$ cat src/hw/rtl/pibl_pkg.sv
`timescale 1ns / 1ps
// ----------------------------------------------------------------------------
// Program image block loader package
// Shared types, codes and helpers for the loader front end, queue and parser.
// ----------------------------------------------------------------------------
package pibl_pkg;

  localparam int unsigned QueueDepth = 2;
  localparam int unsigned AddrWidth  = 4;

  typedef enum logic [3:0] {
    PH_ID,
    PH_COUNT,
    PH_SEP1,
    PH_SEP2,
    PH_NUMBER,
    PH_BLKID,
    PH_ADDR,
    PH_LENGTH,
    PH_SEP3,
    PH_DATA,
    PH_DONE,
    PH_ERR_ID,
    PH_ERR_SEP,
    PH_ERR_SEQ
  } phase_t;

  typedef enum logic [2:0] {
    ST_HEADER,
    ST_DATA,
    ST_DONE,
    ST_BAD_ID,
    ST_BAD_SEP,
    ST_BAD_SEQ,
    ST_IGNORED
  } status_t;

  typedef enum logic [1:0] {
    REG_IMAGE_ID,
    REG_SEPARATOR,
    REG_SWAP
  } reg_index_t;

  // One classified image word as it travels from the front end to the parser.
  typedef struct packed {
    logic [31:0] word;
    logic        restart;
    logic        id_match;
    logic        sep_match;
  } item_t;

  function automatic logic [31:0] swap32(input logic [31:0] w);
    swap32 = {w[7:0], w[15:8], w[23:16], w[31:24]};
  endfunction

endpackage

$ cat src/hw/rtl/pibl_front.sv
`timescale 1ns / 1ps
// ----------------------------------------------------------------------------
// Loader front end
// Accepts image words, applies the byte order and compares each word against
// the identifier and separator values before it enters the queue.
// ----------------------------------------------------------------------------
module pibl_front
  import pibl_pkg::*;
(
  input  logic        in_valid,
  output logic        in_ready,
  input  logic [31:0] data_word,
  input  logic        restart,
  input  logic [31:0] image_identifier,
  input  logic [31:0] separator_value,
  input  logic        swap_bytes,
  input  logic        queue_ready,
  output logic        push,
  output item_t       push_item
);

  logic [31:0] word;

  assign word     = swap_bytes ? swap32(data_word) : data_word;
  assign in_ready = queue_ready;
  assign push     = in_valid && queue_ready;

  always_comb begin
    push_item.word      = word;
    push_item.restart   = restart;
    push_item.id_match  = (word == image_identifier);
    push_item.sep_match = (word == separator_value);
  end

endmodule

$ cat src/hw/rtl/pibl_queue.sv
`timescale 1ns / 1ps
// ----------------------------------------------------------------------------
// Loader word queue
// Small FIFO of classified words between the front end and the parser.
// ----------------------------------------------------------------------------
module pibl_queue
  import pibl_pkg::*;
#(
  parameter int unsigned Depth = QueueDepth
)
(
  input  logic  clk,
  input  logic  rst,
  input  logic  push,
  input  item_t push_item,
  output logic  ready,
  input  logic  pop,
  output logic  not_empty,
  output item_t pop_item
);

  localparam int unsigned PtrWidth   = (Depth > 1) ? $clog2(Depth) : 1;
  localparam int unsigned CountWidth = $clog2(Depth + 1);
  localparam logic [PtrWidth-1:0]   LastPtr   = PtrWidth'(Depth - 1);
  localparam logic [CountWidth-1:0] FullCount = CountWidth'(Depth);

  item_t                 entries [Depth];
  logic [PtrWidth-1:0]   wr_ptr;
  logic [PtrWidth-1:0]   rd_ptr;
  logic [CountWidth-1:0] count;

  assign ready     = (count != FullCount);
  assign not_empty = (count != '0);
  assign pop_item  = entries[rd_ptr];

  always_ff @(posedge clk) begin
    if (push) begin
      entries[wr_ptr] <= push_item;
    end
  end

  always_ff @(posedge clk) begin
    if (rst) begin
      wr_ptr <= '0;
      rd_ptr <= '0;
      count  <= '0;
    end else begin
      if (push) begin
        wr_ptr <= (wr_ptr == LastPtr) ? '0 : wr_ptr + 1'b1;
      end
      if (pop) begin
        rd_ptr <= (rd_ptr == LastPtr) ? '0 : rd_ptr + 1'b1;
      end
      if (push && !pop) begin
        count <= count + 1'b1;
      end else if (pop && !push) begin
        count <= count - 1'b1;
      end
    end
  end

  a_no_overflow: assert property (@(posedge clk) disable iff (rst)
    push |-> (count != FullCount))
    else $error("queue written while full");

  a_no_underflow: assert property (@(posedge clk) disable iff (rst)
    pop |-> (count != '0))
    else $error("queue read while empty");

endmodule

$ cat src/hw/rtl/pibl_back.sv
`timescale 1ns / 1ps
// ----------------------------------------------------------------------------
// Loader parser
// Walks the image layout one queued word per cycle while results are taken,
// keeps the block counters and registers one result per word for output.
// ----------------------------------------------------------------------------
module pibl_back
  import pibl_pkg::*;
(
  input  logic        clk,
  input  logic        rst,
  input  logic        q_valid,
  input  item_t       q_item,
  output logic        pop,
  output logic        out_valid,
  input  logic        out_ready,
  output logic        write_enable,
  output logic [31:0] write_address,
  output logic [31:0] write_data,
  output logic [2:0]  status
);

  phase_t      phase, phase_next;
  logic [31:0] blocks_total, blocks_total_next;
  logic [31:0] block_index, block_index_next;
  logic [31:0] next_address, next_address_next;
  logic [31:0] words_left, words_left_next;

  phase_t      ph;
  logic [31:0] bt, bi, na, wl;
  logic [31:0] bi_inc, wl_dec;
  logic        last_block;
  logic        we;
  logic [31:0] addr, data;
  status_t     st;

  assign pop = q_valid && (!out_valid || out_ready);

  always_ff @(posedge clk) begin
    if (rst) begin
      phase        <= PH_ID;
      blocks_total <= '0;
      block_index  <= '0;
      next_address <= '0;
      words_left   <= '0;
    end else if (pop) begin
      phase        <= phase_next;
      blocks_total <= blocks_total_next;
      block_index  <= block_index_next;
      next_address <= next_address_next;
      words_left   <= words_left_next;
    end
  end

  always_comb begin
    // A restart word sees the reset state and is then taken as the identifier.
    ph = q_item.restart ? PH_ID : phase;
    bt = q_item.restart ? '0 : blocks_total;
    bi = q_item.restart ? '0 : block_index;
    na = q_item.restart ? '0 : next_address;
    wl = q_item.restart ? '0 : words_left;

    bi_inc     = bi + 32'd1;
    wl_dec     = wl - 32'd1;
    last_block = (bi_inc == bt);

    phase_next        = ph;
    blocks_total_next = bt;
    block_index_next  = bi;
    next_address_next = na;
    words_left_next   = wl;
    we   = 1'b0;
    addr = '0;
    data = '0;
    st   = ST_IGNORED;

    case (ph)
      PH_ID: begin
        if (q_item.id_match) begin
          phase_next = PH_COUNT;
          st         = ST_HEADER;
        end else begin
          phase_next = PH_ERR_ID;
          st         = ST_BAD_ID;
        end
      end
      PH_COUNT: begin
        blocks_total_next = q_item.word;
        block_index_next  = '0;
        if (q_item.word == '0) begin
          phase_next = PH_DONE;
          st         = ST_DONE;
        end else begin
          phase_next = PH_SEP1;
          st         = ST_HEADER;
        end
      end
      PH_SEP1, PH_SEP2: begin
        if (q_item.sep_match) begin
          phase_next = (ph == PH_SEP1) ? PH_SEP2 : PH_NUMBER;
          st         = ST_HEADER;
        end else begin
          phase_next = PH_ERR_SEP;
          st         = ST_BAD_SEP;
        end
      end
      PH_NUMBER: begin
        if (q_item.word == bi) begin
          phase_next = PH_BLKID;
          st         = ST_HEADER;
        end else begin
          phase_next = PH_ERR_SEQ;
          st         = ST_BAD_SEQ;
        end
      end
      PH_BLKID: begin
        phase_next = PH_ADDR;
        st         = ST_HEADER;
      end
      PH_ADDR: begin
        next_address_next = q_item.word;
        phase_next        = PH_LENGTH;
        st                = ST_HEADER;
      end
      PH_LENGTH: begin
        words_left_next = q_item.word;
        phase_next      = PH_SEP3;
        st              = ST_HEADER;
      end
      PH_SEP3: begin
        if (!q_item.sep_match) begin
          phase_next = PH_ERR_SEP;
          st         = ST_BAD_SEP;
        end else if (wl == '0) begin
          // An empty block ends at its third separator.
          block_index_next = bi_inc;
          phase_next       = last_block ? PH_DONE : PH_SEP1;
          st               = last_block ? ST_DONE : ST_HEADER;
        end else begin
          phase_next = PH_DATA;
          st         = ST_HEADER;
        end
      end
      PH_DATA: begin
        we                = 1'b1;
        addr              = na;
        data              = q_item.word;
        next_address_next = na + 32'd1;
        words_left_next   = wl_dec;
        st                = ST_DATA;
        if (wl_dec == '0) begin
          block_index_next = bi_inc;
          phase_next       = last_block ? PH_DONE : PH_SEP1;
          st               = last_block ? ST_DONE : ST_DATA;
        end
      end
      PH_ERR_ID:  st = ST_BAD_ID;
      PH_ERR_SEP: st = ST_BAD_SEP;
      PH_ERR_SEQ: st = ST_BAD_SEQ;
      default:    st = ST_IGNORED;
    endcase
  end

  always_ff @(posedge clk) begin
    if (rst) begin
      out_valid <= 1'b0;
    end else if (pop) begin
      out_valid <= 1'b1;
    end else if (out_ready) begin
      out_valid <= 1'b0;
    end
  end

  always_ff @(posedge clk) begin
    if (pop) begin
      write_enable  <= we;
      write_address <= addr;
      write_data    <= data;
      status        <= st;
    end
  end

  a_write_status: assert property (@(posedge clk) disable iff (rst)
    (out_valid && write_enable) |-> (status == ST_DATA || status == ST_DONE))
    else $error("write issued with a non-data status");

  a_idle_fields_zero: assert property (@(posedge clk) disable iff (rst)
    (out_valid && !write_enable) |-> (write_address == '0 && write_data == '0))
    else $error("address or data nonzero without a write");

  a_error_sticky: assert property (@(posedge clk) disable iff (rst)
    (pop && !q_item.restart &&
     (phase == PH_ERR_ID || phase == PH_ERR_SEP || phase == PH_ERR_SEQ))
    |=> (phase == $past(phase)))
    else $error("latched error left without restart");

endmodule

$ cat src/hw/rtl/program_image_block_loader.sv
`timescale 1ns / 1ps
// ----------------------------------------------------------------------------
// Program image block loader
// Parses a program image word stream into memory write requests.
// ----------------------------------------------------------------------------
// The loader takes one image word per clock cycle and keeps that rate for as
// long as results are taken: a word is byte-ordered and compared against the
// identifier and separator values in the cycle it is accepted, waits in a
// two-entry queue, and the parser, which does one counter step per word,
// turns it into a result held in the output register until it is taken.
// Each request on the input channel gives exactly one result. The queue lets
// input requests keep arriving while a result waits for the output side.
// Registers must be written only while no words are in flight.
// ----------------------------------------------------------------------------
module program_image_block_loader
  import pibl_pkg::*;
#(
  parameter int unsigned QDepth = QueueDepth
)
(
  input  logic                 clk,
  input  logic                 rst,
  input  logic                 psel,
  input  logic                 penable,
  input  logic                 pwrite,
  input  logic [AddrWidth-1:0] paddr,
  input  logic [31:0]          pwdata,
  output logic [31:0]          prdata,
  output logic                 pready,
  input  logic                 in_valid,
  output logic                 in_ready,
  input  logic [31:0]          data_word,
  input  logic                 restart,
  output logic                 out_valid,
  input  logic                 out_ready,
  output logic                 write_enable,
  output logic [31:0]          write_address,
  output logic [31:0]          write_data,
  output logic [2:0]           status
);

  logic [31:0] image_identifier;
  logic [31:0] separator_value;
  logic        swap_bytes;
  reg_index_t  reg_sel;
  logic        cfg_write;

  logic        queue_ready;
  logic        push;
  item_t       push_item;
  logic        pop;
  logic        q_valid;
  item_t       q_item;

  assign pready    = 1'b1;
  assign reg_sel   = reg_index_t'(paddr[3:2]);
  assign cfg_write = psel && penable && pwrite;

  always_ff @(posedge clk) begin
    if (rst) begin
      image_identifier <= '0;
      separator_value  <= '0;
      swap_bytes       <= 1'b0;
    end else if (cfg_write) begin
      case (reg_sel)
        REG_IMAGE_ID:  image_identifier <= pwdata;
        REG_SEPARATOR: separator_value  <= pwdata;
        REG_SWAP:      swap_bytes       <= pwdata[0];
        default: ;
      endcase
    end
  end

  always_comb begin
    case (reg_sel)
      REG_IMAGE_ID:  prdata = image_identifier;
      REG_SEPARATOR: prdata = separator_value;
      REG_SWAP:      prdata = {31'd0, swap_bytes};
      default:       prdata = '0;
    endcase
  end

  pibl_front u_front (
    .in_valid         (in_valid),
    .in_ready         (in_ready),
    .data_word        (data_word),
    .restart          (restart),
    .image_identifier (image_identifier),
    .separator_value  (separator_value),
    .swap_bytes       (swap_bytes),
    .queue_ready      (queue_ready),
    .push             (push),
    .push_item        (push_item)
  );

  pibl_queue #(
    .Depth (QDepth)
  ) u_queue (
    .clk       (clk),
    .rst       (rst),
    .push      (push),
    .push_item (push_item),
    .ready     (queue_ready),
    .pop       (pop),
    .not_empty (q_valid),
    .pop_item  (q_item)
  );

  pibl_back u_back (
    .clk           (clk),
    .rst           (rst),
    .q_valid       (q_valid),
    .q_item        (q_item),
    .pop           (pop),
    .out_valid     (out_valid),
    .out_ready     (out_ready),
    .write_enable  (write_enable),
    .write_address (write_address),
    .write_data    (write_data),
    .status        (status)
  );

endmodule
$ cat config.mk
export PLATFORM = sky130hd
export DESIGN_NAME = program_image_block_loader
export DESIGN_NICKNAME = d
export VERILOG_FILES = /design/src/hw/rtl/pibl_pkg.sv /design/src/hw/rtl/pibl_front.sv /design/src/hw/rtl/pibl_queue.sv /design/src/hw/rtl/pibl_back.sv /design/src/hw/rtl/program_image_block_loader.sv
export SDC_FILE = /design/constraint.sdc
export NUM_CORES = 1
export LEC_CHECK = 0
export ABC_CLOCK_PERIOD_IN_PS = 6100
export BUFFER_PORTS_ARGS = -buffer_cell sky130_fd_sc_hd__buf_2
export CAP_MARGIN = 20
export CORE_MARGIN = 4
export CORE_UTILIZATION = 49
export CTS_BUF_LIST = sky130_fd_sc_hd__clkbuf_4
export DETAILED_ROUTE_END_ITERATION = 7
export HOLD_SLACK_MARGIN = 0.08
export PLACE_DENSITY = 0.67
export SYNTH_ARGS = -nofsm -noshare
export SYNTH_HDL_FRONTEND = slang
export SYNTH_SLANG_ARGS = --single-unit
$ cat constraint.sdc
create_clock -name clk -period 6.1 [get_ports clk]
set_input_delay 0.915 -clock clk [delete_from_list [all_inputs] [get_ports clk]]
set_output_delay 0.915 -clock clk [all_outputs]
set_load 0.02 [all_outputs]
==> summary.md <==
| Metric | Value |
|---|---|
| Initial antenna violation count | `3` |
| Hold WC Path Type | `primary input to flop` |
| Fin. max-slew vios | `0` |
| GRT overflow | `0` |
| GP Congestion | `a little under 1` |
| Sequential fraction of the synthesis area | `0.414` |
| Commonest non-fill, non-tap cell in the layout | `nor2_1` |
| Number of flops mapped to enable cells by yosys | `between 100 and 150` |
| Cell mode on critical path | `nor4_1` |
| Tot GR Track Use | `0.309` |
| P_int | `approximately 5.2 mW` |
| Number of port buffers | `about 180` |
| Max IR drop VDD | `about 400 µV` |
| Fin crit share | `0.809` |
| Switching power | `between 4 and 5 mW` |
| Clock share of power | `0.240` |
| # DRC | `0` |
| Worst clock skew | `just over 0.05 ns` |
| Synth Area in Adders | `0.00316` |
| CTS buffer count | `93` |
| Syn Nets | `2428` |
| Most frequent cells in the layout | `nor2_1 (285), nand2_1 (242), dfxtp_1 (201)` |
| Highest Clock Rate | `203 MHz` |
| Worst setup SP type | `flop` |
| Flops & latches, synth | `341` |
| Die width | `around 210 µm` |
| Post-DP HPWL | `between 40 and 50 mm` |
| Share of cells above drive strength 1 | `0.174` |
| CP cell instances | `mux2i_4, nand2_1, ha_1, nand2b_1, nor4_1, a21o_1, o2111ai_1, or4_1, nor4_1, a211oi_2, buf_4, a22oi_1, nor2_1` |
| Die ar. | `roughly 44000 µm²` |
| RSZ-0062 raised after global routing | `no` |
| Vias | `roughly 19000` |
| Sw Share | `0.441` |
| Hold Crit Start | `pwdata[23]` |
| Compound-Gate Fraction of Synth Area | `0.176` |
| Final Instance Area | `22500 µm²` |
| Syn_area_per_cell | `8.44 µm²` |
| Ys flop type | `dfxtp_1` |
| Post-CTS setup buffer count | `0` |
| Max-cap check violation count | `0` |
| Delay-heaviest family, CP | `simple AND/OR/NAND/NOR gates` |
| Critical path class | `flop to flop` |
| Post-synth ARST share | `0` |
| Largest family of logic cells by synthesized area | `simple AND/OR/NAND/NOR gates` |
| Simple-Gate Fraction of Synth Area | `0.233` |
| Critical Path RT | `just under 7 ns` |
| Bufs and invs on worst path | `1` |
| Later-pin clock latency in the skew report | `between 0.8 and 0.9 ns` |
| Worst R2R Start | `u_queue.entries[1][2]$_DFFE_PP_` |
| Area Overhead vs Synth | `13.4%` |
| Power Dens Cells | `416 nW/µm²` |
| Setup TNS | `0 ns` |
| Vias per inst | `between 6 and 7` |
| Clock transition at path regs | `roughly 0.07 ns` |
| CTS tree | `yes` |
| P_leak | `roughly 8.2 nW` |
| Core Util, Final | `0.564` |
| Top cells by area, synth | `edfxtp_1 (21%), dfxtp_1 (21%), nor2_1 (5.4%), mux2i_1 (5.3%), xnor2_1 (4.9%)` |
| Max-slew headroom | `0.171` |
| Setup WS pre-CTS | `1.29 ns` |
| 1st-iter DRT viols | `~2100` |
| Crit-path max FO | `26` |
| Post-synthesis mux area share | `0.0551` |
| FILL cells | `between 3000 and 4000` |
| Num rows | `73` |
| Synthesized netlist cell count | `around 2300` |
| Status | `completed` |
| Die Y | `about 210 µm` |
| CP max stage delay | `between 0.8 and 0.9 ns` |
| WL final | `about 70 mm` |
| Vias in the first global route | `18200` |
| Final setup vio count | `0` |
| Comb power frac | `0.427` |
| Final Hold Fails | `0` |
| Slew @ Worst Pin | `roughly 1.2 ns` |
| Critical path arrival | `approximately 5.6 ns` |
| CP max stage cell | `ha_1` |
| Number of gates resized after CTS | `0` |
| First-pass GRT wire length | `between 100 and 150 mm` |
| Total core area | `approximately 40000 µm²` |
| Crit. End Element | `flop` |
| Pin count of the biggest net entering global routing | `about 100` |
| Post-Synth XOR/XNOR Area | `0.0675` |
| Clock sinks | `approximately 340` |
| Root buffer cell | `clkbuf_4` |
| Setup slack after layout | `roughly 1.2 ns` |
| Net count, final | `approximately 2600` |
| DP Area | `approximately 21000 µm²` |
| 1st-pass router iterations | `7` |
| Period minus WS final | `slightly below 5 ns` |
| Synthesized area | `~20000 µm²` |
| Post-cts hold buffer count | `0` |
| Share of power burned in registers | `0.332` |
| Critical path launch point | `u_queue.entries[1][2]$_DFFE_PP_` |
| Synth top area share | `0.209` |
| Initial Util | `0.497` |
| Wirelength per Cell | `22.8 µm` |
| Antenna viol nets, final | `0` |
| Number of placed I/O pins | `179` |
| Cell variety after synth | `94` |
| Dominant cell type by area after synthesis | `edfxtp_1` |
| Max Buffers Root-to-Sink | `3` |
| H-tree Lvls | `3` |
| Synth warn | `0` |
[synthesized netlist by cell type (6+ instances only)]
master and number:
a211oi_1 15, a21oi_1 187, a22oi_1 44, a311oi_1 9, a31oi_1 23, and2_1 14
and3_1 57, and4_1 11, buf_1 17, buf_2 15, clkbuf_1 153, dfxtp_1 203
edfxtp_1 138, inv_1 53, mux2i_1 104, nand2_1 243, nand2b_1 12, nand3_1 70
nand3b_1 7, nand4_1 48, nand4b_1 8, nor2_1 287, nor2b_1 9, nor3_1 53
nor3b_1 8, nor4_1 41, nor4b_1 7, o2111ai_1 6, o211ai_1 22, o21a_1 8
o21ai_0 87, o21ai_1 19, o221ai_1 8, o22ai_1 53, o31a_1 6, o41ai_1 6
or3_1 16, or4_1 17, xnor2_1 111, xor2_1 39
[path summary, 6_finish.rpt]
path / cells past startpoint / slack [ns] / to
setup / recovery: 13 / 1.17 / u_back.block_index[24]$_SDFFE_PP0P_
hold / removal: 3 / 0.35 / separator_value[23]$_SDFFE_PP0P_
setup reg to reg: 13 / 1.17 / u_back.block_index[24]$_SDFFE_PP0P_
hold reg to reg: 2 / 0.49 / separator_value[7]$_SDFFE_PP0P_
[layer usage]
metal | track usage | part of all wire | vias up
met4 | 0.171 | 0.058 | 2
met1 | 0.400 | 0.39 | 9133
met3 | 0.0758 | 0.10 | 219
met5 | 0 | 0.000099 | -
li1 | - | - | 8875
met2 | 0.475 | 0.45 | 1092
[power by group through the flow]
stage / registers [mW] / clock network [mW] / logic [mW]
final: 3.11 / 2.25 / 4.00
after CTS: 3.10 / 2.30 / 3.90
after floorplan: 3.23 / 0 / 2.36
after detailed placement: 3.15 / 0 / 3.88
after global placement: 3.14 / 0 / 3.85
after global routing: 3.14 / 2.42 / 4.25
[flip-flops by register name (all words and copies together), names as in the netlist, named ones only]
name / flops
u_queue.count: 2
separator_value: 32
u_back.words_left: 32
u_back.status: 3
u_back.blocks_total: 32
u_back.phase: 4
u_queue.rd_ptr: 1
u_back.block_index: 32
image_identifier: 32
u_back.write_data: 32
u_back.out_valid: 1
u_back.write_enable: 1
u_back.write_address: 32
u_back.next_address: 32
u_queue.wr_ptr: 1
u_queue.entries: 70
swap_bytes: 1
[worst min-delay path: stages]
cell,delay (ns)
buf_2,0.10
nand2_1,0.05
a21oi_1,0.05
[through the flow]
step / power, mW / hold slack (ns) / std cells
after floorplan: 5.59 / 0.457 / 2347
after global placement: 6.99 / 0.468 / 2906
after detailed placement: 7.03 / 0.475 / 2907
after CTS: 9.29 / 0.279 / 3082
after global routing: 9.82 / 0.308 / 3086
final: 9.35 / 0.353 / 3087
[logic make-up after synthesis]
kind of cell / Yosys count
AOI/OAI and AO/OA: 556
xor gates and xnor gates: 151
adders and majority gates: 5
buffers and inverters: 249
DFF: 341
muxes: 108
other: 1
and+or+nand+nor: 936
[area by class of cell]
class	instances	area, µm²	share of cell area
antenna	2	5.00	0.000223
clock buffer	141	1060	0.0471
clock inverter	34	244	0.0109
inverter	55	211	0.00941
multi-input combinational	1757	10700	0.478
sequential	341	8210	0.366
tap	525	657	0.0292
timing repair buffer	232	1350	0.0601
(Power assumes the default switching activity.)
